$ cat config.mk
export PLATFORM = sky130hd
export DESIGN_NAME = sorted_list_insert_search_top
export DESIGN_NICKNAME = d
export VERILOG_FILES = /design/src/hdl/sls_pkg.sv /design/src/hdl/sls_store.sv /design/src/hdl/sls_cmp.sv /design/src/hdl/sorted_list_insert_search_top.sv
export VERILOG_INCLUDE_DIRS = /design/src /design/src/hdl
export SDC_FILE = /design/constraint.sdc
export NUM_CORES = 1
export LEC_CHECK = 0
export BUFFER_PORTS_ARGS = -buffer_cell sky130_fd_sc_hd__buf_2
export CAP_MARGIN = 20
export CORE_ASPECT_RATIO = 1.2
export CORE_MARGIN = 3
export CORE_UTILIZATION = 40
export CTS_BUF_LIST = sky130_fd_sc_hd__clkbuf_4 sky130_fd_sc_hd__clkbuf_8
export DETAILED_ROUTE_END_ITERATION = 7
export PLACE_DENSITY_LB_ADDON = 0.1
export SYNTH_ARGS = -nofsm -noshare
export SYNTH_HDL_FRONTEND = slang
export SYNTH_SLANG_ARGS = --single-unit
$ cat constraint.sdc
create_clock -name clk_i -period 3.9 [get_ports clk_i]
set_input_delay 0 -clock clk_i [delete_from_list [all_inputs] [get_ports clk_i]]
set_output_delay 0 -clock clk_i [all_outputs]
set_load 0.02 [all_outputs]
$ cat src/hdl/sorted_list_insert_search_top_defines.svh
// assertion macros for the sorted list insert/search block
// used by sorted_list_insert_search_top; expects clk_i and rst_ni in scope
`ifndef SORTED_LIST_INSERT_SEARCH_TOP_DEFINES_SVH
`define SORTED_LIST_INSERT_SEARCH_TOP_DEFINES_SVH

// same-cycle implication, inactive during reset
`define SLS_ASSERT_NOW(label, ante, cons, msg) \
  label: assert property (@(posedge clk_i) disable iff (!rst_ni) (ante) |-> (cons)) \
    else $error(msg);

// next-cycle implication, inactive during reset
`define SLS_ASSERT_NEXT(label, ante, cons, msg) \
  label: assert property (@(posedge clk_i) disable iff (!rst_ni) (ante) |=> (cons)) \
    else $error(msg);

`endif

$ cat src/hdl/sls_pkg.sv
// shared types and constants for the sorted list insert/search block
// no dependencies; used by every module of the block
`timescale 1ns / 1ps
`default_nettype none

package sls_pkg;

  localparam int unsigned Capacity = 16;
  localparam int unsigned IdxW     = (Capacity > 1) ? $clog2(Capacity) : 1;
  localparam int unsigned CntW     = $clog2(Capacity + 1);
  localparam int unsigned ValW     = 32;
  localparam int unsigned PosW     = 4;

  typedef enum logic {
    ACT_INSERT = 1'b0,
    ACT_SEARCH = 1'b1
  } action_e;

  typedef enum logic [1:0] {
    ST_INSERTED  = 2'd0,
    ST_FULL      = 2'd1,
    ST_FOUND     = 2'd2,
    ST_NOT_FOUND = 2'd3
  } status_e;

  typedef struct packed {
    action_e                action;
    logic signed [ValW-1:0] value;
  } in_item_t;

  typedef struct packed {
    status_e         status;
    logic [PosW-1:0] position;
  } out_item_t;

  // one write and one read address per cycle
  typedef struct packed {
    logic                   we;
    logic [IdxW-1:0]        waddr;
    logic signed [ValW-1:0] wdata;
    logic [IdxW-1:0]        raddr;
  } store_req_t;

  typedef struct packed {
    logic lt;
    logic eq;
  } cmp_res_t;

endpackage

`default_nettype wire

$ cat src/hdl/sls_store.sv
// value store: Capacity x 32-bit memory, one write and one registered read
// depends on sls_pkg
`timescale 1ns / 1ps
`default_nettype none

module sls_store (
  input  wire logic                          clk_i,
  input  wire sls_pkg::store_req_t           req_i,
  output logic signed [sls_pkg::ValW-1:0]    rdata_o
);

  logic signed [sls_pkg::ValW-1:0] mem [sls_pkg::Capacity];
  logic signed [sls_pkg::ValW-1:0] rdata_q;

  always_ff @(posedge clk_i) begin
    if (req_i.we) begin
      mem[req_i.waddr] <= req_i.wdata;
    end
  end

  always_ff @(posedge clk_i) begin
    rdata_q <= mem[req_i.raddr];
  end

  assign rdata_o = rdata_q;

endmodule

`default_nettype wire

$ cat src/hdl/sls_cmp.sv
// shared signed comparator: key against one stored entry
// depends on sls_pkg
`timescale 1ns / 1ps
`default_nettype none

module sls_cmp (
  input  wire logic signed [sls_pkg::ValW-1:0] key_i,
  input  wire logic signed [sls_pkg::ValW-1:0] entry_i,
  output sls_pkg::cmp_res_t                    res_o
);

  always_comb begin
    res_o.lt = (key_i < entry_i);
    res_o.eq = (key_i == entry_i);
  end

endmodule

`default_nettype wire

$ cat src/hdl/sorted_list_insert_search_top.sv
// sorted list insert/search: sequencer, entry count and result register
// depends on sls_pkg, sls_store, sls_cmp and the block's assertion macros
//
//  channel | signals                          | moves
//  --------+----------------------------------+----------------------------
//  in      | in_valid_i in_ready_o in_data_i  | action and value
//  out     | out_valid_o out_ready_i out_data_o | status and position
//
// each entry visited takes a read state and then a compare state: the single
// read port of the store and the one comparator visit one entry at a time
// inserts scan from the top entry down, moving each larger entry up by one
// searches scan from entry zero up to the first equal entry or the last entry
// reset empties the store at once; a held result does not block the next item
`timescale 1ns / 1ps
`default_nettype none

`include "sorted_list_insert_search_top_defines.svh"

module sorted_list_insert_search_top (
  input  wire logic               clk_i,
  input  wire logic               rst_ni,
  input  wire logic               in_valid_i,
  output logic                    in_ready_o,
  input  wire sls_pkg::in_item_t  in_data_i,
  output logic                    out_valid_o,
  input  wire logic               out_ready_i,
  output sls_pkg::out_item_t      out_data_o
);

  typedef enum logic [4:0] {
    S_IDLE = 5'b00001,
    S_READ = 5'b00010,
    S_COMP = 5'b00100,
    S_PUT  = 5'b01000,
    S_RESP = 5'b10000
  } state_e;

  state_e                                  state_q, state_d;
  sls_pkg::action_e                        act_q, act_d;
  logic signed [sls_pkg::ValW-1:0]         key_q, key_d;
  logic [sls_pkg::CntW-1:0]                cnt_q, cnt_d;
  logic [sls_pkg::CntW-1:0]                ptr_q, ptr_d;
  sls_pkg::out_item_t                      res_q, res_d;
  sls_pkg::out_item_t                      out_q, out_d;
  logic                                    out_valid_q, out_valid_d;

  sls_pkg::store_req_t                     req;
  logic signed [sls_pkg::ValW-1:0]         rdata;
  sls_pkg::cmp_res_t                       cmp;

  sls_store u_store (
    .clk_i   (clk_i),
    .req_i   (req),
    .rdata_o (rdata)
  );

  sls_cmp u_cmp (
    .key_i   (key_q),
    .entry_i (rdata),
    .res_o   (cmp)
  );

  assign in_ready_o  = (state_q == S_IDLE);
  assign out_valid_o = out_valid_q;
  assign out_data_o  = out_q;

  always_comb begin
    state_d     = state_q;
    act_d       = act_q;
    key_d       = key_q;
    cnt_d       = cnt_q;
    ptr_d       = ptr_q;
    res_d       = res_q;
    out_d       = out_q;
    out_valid_d = out_valid_q;

    req.we    = 1'b0;
    req.waddr = sls_pkg::IdxW'(ptr_q);
    req.wdata = key_q;
    // inserts look at the entry below the pointer, searches at the pointer
    req.raddr = (act_q == sls_pkg::ACT_INSERT) ?
                sls_pkg::IdxW'(ptr_q - sls_pkg::CntW'(1)) : sls_pkg::IdxW'(ptr_q);

    if (out_valid_q && out_ready_i) begin
      out_valid_d = 1'b0;
    end

    unique case (state_q)
      S_IDLE: begin
        if (in_valid_i) begin
          act_d = in_data_i.action;
          key_d = in_data_i.value;
          if (in_data_i.action == sls_pkg::ACT_INSERT) begin
            ptr_d = cnt_q;
            if (cnt_q == sls_pkg::CntW'(sls_pkg::Capacity)) begin
              res_d.status   = sls_pkg::ST_FULL;
              res_d.position = '0;
              state_d        = S_RESP;
            end else if (cnt_q == '0) begin
              state_d = S_PUT;
            end else begin
              state_d = S_READ;
            end
          end else begin
            ptr_d = '0;
            if (cnt_q == '0) begin
              res_d.status   = sls_pkg::ST_NOT_FOUND;
              res_d.position = '0;
              state_d        = S_RESP;
            end else begin
              state_d = S_READ;
            end
          end
        end
      end
      S_READ: begin
        state_d = S_COMP;
      end
      S_COMP: begin
        if (act_q == sls_pkg::ACT_INSERT) begin
          if (cmp.lt) begin
            // entry is larger than the key: move it up one place
            req.we    = 1'b1;
            req.wdata = rdata;
            ptr_d     = ptr_q - sls_pkg::CntW'(1);
            state_d   = (ptr_q == sls_pkg::CntW'(1)) ? S_PUT : S_READ;
          end else begin
            state_d = S_PUT;
          end
        end else begin
          if (cmp.eq) begin
            res_d.status   = sls_pkg::ST_FOUND;
            res_d.position = sls_pkg::PosW'(ptr_q);
            state_d        = S_RESP;
          end else if ((ptr_q + sls_pkg::CntW'(1)) == cnt_q) begin
            res_d.status   = sls_pkg::ST_NOT_FOUND;
            res_d.position = '0;
            state_d        = S_RESP;
          end else begin
            ptr_d   = ptr_q + sls_pkg::CntW'(1);
            state_d = S_READ;
          end
        end
      end
      S_PUT: begin
        req.we         = 1'b1;
        cnt_d          = cnt_q + sls_pkg::CntW'(1);
        res_d.status   = sls_pkg::ST_INSERTED;
        res_d.position = '0;
        state_d        = S_RESP;
      end
      S_RESP: begin
        if (!out_valid_q || out_ready_i) begin
          out_d       = res_q;
          out_valid_d = 1'b1;
          state_d     = S_IDLE;
        end
      end
      default: begin
        state_d = S_IDLE;
      end
    endcase
  end

  always_ff @(posedge clk_i or negedge rst_ni) begin
    if (!rst_ni) begin
      state_q     <= S_IDLE;
      cnt_q       <= '0;
      out_valid_q <= 1'b0;
    end else begin
      state_q     <= state_d;
      cnt_q       <= cnt_d;
      out_valid_q <= out_valid_d;
    end
  end

  always_ff @(posedge clk_i) begin
    act_q <= act_d;
    key_q <= key_d;
    ptr_q <= ptr_d;
    res_q <= res_d;
    out_q <= out_d;
  end

  `SLS_ASSERT_NOW(a_cnt_bound, 1'b1, cnt_q <= sls_pkg::CntW'(sls_pkg::Capacity), "entry count above capacity")
  `SLS_ASSERT_NOW(a_put_not_full, state_q == S_PUT, cnt_q < sls_pkg::CntW'(sls_pkg::Capacity), "insert write into a full store")
  `SLS_ASSERT_NOW(a_write_state, req.we, state_q == S_COMP || state_q == S_PUT, "store write outside insert states")
  `SLS_ASSERT_NEXT(a_busy_after_in, in_valid_i && in_ready_o, !in_ready_o, "input ready right after a transfer")

endmodule

`default_nettype wire

; Yosys cells after proc, flatten, opt, wreduce, memory -nomap -nowiden
; Memory sizes are Yosys's and may differ from the RTL's. A register that Yosys moved wholly into a read port is not among the register bits.
; Cells that the tools add are included.
[totals]
register_bits = 61
mem_bits_rw = 512
output_inout_bits = 8
n_memories = 1
[classes]
addsub = 3
n_lt_le_gt_ge = 1
eq_ne = 18
n_mux = 39
reduce_logical = 11
[memory_table]
columns = name, words, width, rd, rd_ports_with_merged_regs, write_ports, line
row1 = u_store.mem, 16, 32, 1, 1, 1, sls_store.sv:12  ; logic signed [sls_pkg::ValW-1:0] mem [sls_pkg::Capacity];
[ops]
columns = cell, n
row1 = 32-bit two-way mux, 3
row2 = 5-bit two-way mux, 14
row3 = 6-bit two-way mux, 7
row4 = 32-bit == test, 1
row5 = 32-bit < comparator, 1
row6 = 5-bit case mux with 5 select lines, 1
row7 = 6-bit case mux with 3 select lines, 1
row8 = 4-bit two-way mux, 4
row9 = 3-bit inequality test (second input constant), 4
row10 = 5-bit by 1-bit adder with 5-bit output (second input constant), 2
row11 = 5-bit by 1-bit == test with 1-bit output (second input constant), 2
row12 = 5-bit == test (second input constant), 2
row13 = 5-bit case mux with 2 select lines, 1
row14 = 1-bit two-way mux, 7
row15 = 2-bit inequality test (second input constant), 3
row16 = 2-bit AND reduction, 3
row17 = 6-bit AND reduction, 1
row18 = 5-bit by 2-bit == test with 1-bit output (second input constant), 1
row19 = 5-bit by 3-bit == test with 1-bit output (second input constant), 1
row20 = 5-bit by 4-bit == test with 1-bit output (second input constant), 1
row21 = 5-bit == test, 1
row22 = 5-bit logical NOT, 1
row23 = 5-bit AND reduction, 1
row24 = 5-bit by 1-bit subtractor with 5-bit output (second input constant), 1
row25 = 8 further kinds, 8

; Depth between registers and ports, before layout
[logic_depth]
ltp_word = 6
depth_mapped = 10

; Modules after synthesis
; From an unflattened synthesis, not the netlist that was laid out.
[unflattened]
cells_unflattened = 1171
area_unflattened_um2 = 23787.8
[modules_own_cells]
columns = module, n_inst, cells_each, area_each_um2, seq_area_each_um2
row1 = sls_store, 1, 838, 19835.3, 16015.4
row2 = sorted_list_insert_search_top, 1, 220, 3131.8, 1778.0
row3 = sls_cmp, 1, 113, 820.8, 0.0

; Worst setup path after synthesis
; OpenSTA, ideal clock, no wires.
[synth_path]
path_type = register to register
start = reg key_q[14] in the netlist's numbering
end = mem u_store.mem[12][0] in the netlist's numbering (enable)
setup_ns = 0.391
arrival_time_ns = 3.009
required_ns = 3.509
setup_slack_ns = 0.499
stages_incl_launch_ff = 10
path_cell_list = edfxtp_1 ha_1 nand4_1 nor4_1 a21boi_1 o41a_2 nor4_4 buf_6 buf_6 o2111a_1
[synth_via]
elab_chain_cells = 6
[synth_rtl]
columns = item, line
row1 = start: declaration, sorted_list_insert_search_top.sv:40  ; logic signed [sls_pkg::ValW-1:0] key_q, key_d;
row2 = start signal: assignment, sorted_list_insert_search_top.sv:179  ; key_q <= key_d;
row3 = 32-bit < comparator, sls_cmp.sv:13  ; res_o.lt = (key_i < entry_i);
row4 = 1-bit two-way mux, sorted_list_insert_search_top.sv:121  ; if (cmp.lt) begin
row5 = 1-bit two-way mux, sorted_list_insert_search_top.sv:120  ; if (act_q == sls_pkg::ACT_INSERT) begin
row6 = 1-bit case mux with 2 select lines, sorted_list_insert_search_top.sv:88  ; unique case (state_q)
row7 = 1-bit two-way mux, sls_store.sv:16  ; if (req_i.we) begin
row8 = 1-bit two-way mux (implied by the code), sls_store.sv:17  ; mem[req_i.waddr] <= req_i.wdata;
row9 = end: declaration, sls_store.sv:12
; No other way between the ends.

==> flow_metrics.tcl <==
set metrics [dict create \
    synth_enable_flop_cells 562 \
    path_max_fanout 16 \
    ys_types 58 \
    ys_top_cells_by_area "edfxtp_1 70%, mux4_2 12%, dfxtp_1 2.7%" \
    synthArstFlopShare_pct 1.82 \
    synth_cells 1205 \
    ff2ff_path_depth 8 \
    numCtsBuffers 96 \
    dieArea_mm2 0.0631 \
    netSwitchingPower_mw 6.84 \
    tightest_slew_ps 762 \
    cts_root_buffer "clkbuf_8" \
    fmax_ghz 0.293 \
    synth_seq_area_share_pct 74.1 \
    path_clk_slew_ps 60 \
    synth_area_leader_cell "edfxtp_1" \
    clock-sinks 605 \
    p_per_area_mw_per_mm2 748 \
    finalPower_mw 21.3 \
    drive_above_1_share_pct 30.1 \
    drt-total-wl_um 56600 \
    status "finished clean" \
    grt_antenna_before_repair 1 \
    port_buffers 44 \
    report.final.hold_viol_count 0 \
    post_cts_buffers 0 \
    core-area_mm2 0.0589 \
    whs_ps 63.8 \
    overflow 0 \
    first_pass_iters 5 \
    grt_pass1_vias 12700 \
    path_class "register to register" \
    gp_congestion 0.727 \
    hold_class "input port to register" \
    worst-r2r-setup-slack_ps 490 \
    combPwrFrac_pct 35.6 \
    slew_headroom_pct 49.1 \
    ys.flop_type "edfxtp_1" \
    clk_path_buf_depth 3 \
    ant_nets 0 \
    max-vdd-ir-drop_mv 0.507 \
    ys_seq_elements 605 \
    synth.most_common_cell "edfxtp_1" \
    ys_top_cells_by_count "562 x edfxtp_1, 128 x mux4_2, 52 x a21oi_1" \
    setup_slack_ps 491 \
    vias_per_cell 5.27 \
    drt_iter0_markers 908 \
    p_leak_nw 9.60 \
    crit_path_start "key_q[14]" \
    grt_usage_pct 18.4 \
    routed-via-count 12000 \
    rows 97 \
    area_growth_pct 18.3 \
    drc 0 \
    yosysWarningCount 0 \
    synth_nets 1282 \
    die_h_um 274 \
    top_level_ports 45 \
    pre_cts_ws_ps 452 \
    crit_end "u_store.mem[6][19]" \
    h-tree-depth 3 \
    die_x_um 230 \
    dp_hpwl_um 31400 \
    insertion_delay_ps 680 \
    setup_viol 0 \
    avgSynthCellArea_um2 19.9 \
    grt_pass1_wl_um 84400 \
    syn_area_mm2 0.0240 \
    grt_start_max_net_pins 65 \
    p_int_mw 14.4 \
    end_kind "register" \
    skew_ps 35.4 \
    nNetsFinal 1485 \
    rsz0062_at_grt "no" \
    fin_setup_tns_ps 0 \
    cts_tree "built" \
    yosys.area.top_type_share_pct 70.2 \
    p_clk_share_pct 25.7 \
    p_sw_share_pct 32.2 \
    layout_min_cycle_time_ps 3410 \
    fin_crit_sh_pct 87.4 \
    reg2reg_to "u_store.mem[6][19]" \
    required_ps 4240 \
    drv_cap 0 \
    utilization_pct 48.3 \
    rr_startpoint "key_q[14]" \
    wl_per_cell_um 24.8 \
    slew_violations 0 \
    start_util_pct 40.8 \
    worstPathArrival_ps 3750 \
    cp-start-kind "register" \
    seqPwrFrac_pct 38.7 \
]
layer usage:
metal	vias up	GRT usage, %	part of all wire (%)
met5	-	0	0
met4	0	5.37	1.7
met3	74	2.91	4.0
met2	264	30.6	50
met1	6369	25.2	45
li1	5340	-	-
cell usage in the layout (no fill, tap or decap), types with 18 or more instances in the layout:
cell,synthesis,layout
mux4_2,128,128
mux2_2,18,18
inv_1,45,45
buf_2,23,44
dfxtp_1,32,32
a21oi_1,52,52
dlygate4sd3_1,0,59
buf_4,2,29
a211oi_1,32,32
ha_1,40,39
nor2b_1,35,35
buf_12,0,30
edfxtp_1,562,562
mux2i_1,34,33
clkbuf_4,0,42
clkbuf_8,0,104
per-stage QoR:
step / cells / instance area [um^2]
final: 2284 / 28400
after detailed placement: 2043 / 25800
after global routing: 2284 / 28400
after CTS: 2283 / 28400
after global placement: 2042 / 25800
after floorplan: 1205 / 24000
power by group through the flow:
stage	sequential, mW	clock (mW)	combinational [mW]
2_1_floorplan	8.23	0	5.35
3_3_place_gp	8.36	0	7.66
3_5_place_dp	8.36	0	7.67
4_1_cts	8.23	5.66	7.76
5_1_grt	8.27	5.97	8.30
6_report	8.23	5.47	7.56
worst min path at each step:
| stage | from | to | cells past startpoint |
|---|---|---|---|
| detailed placement | rst_ni | out_valid_o | 1 |
| floorplan | rst_ni | cnt_q[0] | 0 |
| CTS | in_data_i[13] | key_q[13] | 2 |
| finish | in_data_i[22] | key_q[22] | 2 |
| global placement | rst_ni | out_valid_o | 1 |
| global route | in_data_i[14] | key_q[14] | 2 |
kinds of logic after synthesis:
logic type	Yosys count	share of synthesized area [%]
mux	194	14.9
compound gates	133	3.74
xor+xnor	17	0.620
fa+ha+maj	40	2.08
flops	605	74.1
simple gates	113	2.73
buf+inv	103	1.85
worst max-delay path: stages, from the launching register on:
cell and delay (ps):
edfxtp_1 390, ha_1 340, nand4_1 210, nor4_1 140, a21boi_1 150, o41a_2 590
nor4_4 390, buf_4 300, mux2_1 550
area by class of cell:
type,count,area (um^2)
fillers,4910,30400
flip-flops and latches,605,17800
multi-input cells,497,5840
clock buffers,146,1750
repair buffers,163,1640
well taps,792,991
clock inverters,35,235
inverters,45,169
diodes,1,2.50
sequential cells by signal, summed over array words and instances, names as in the netlist, 5 cells and up:
name and count:
u_store.mem 512, key_q 32, u_store.rdata_o 32, out_data_o 6
res_q 6, cnt_q 5, ptr_q 5, state_q 5
repair_timing:
action / CTS / global route
resized for setup: 0 / 0
hold endpoints to repair: 80 / 0
endpoints found under the setup margin: 0 / 0
hold buffers: 59 / 0
(Power assumes the default switching activity.)
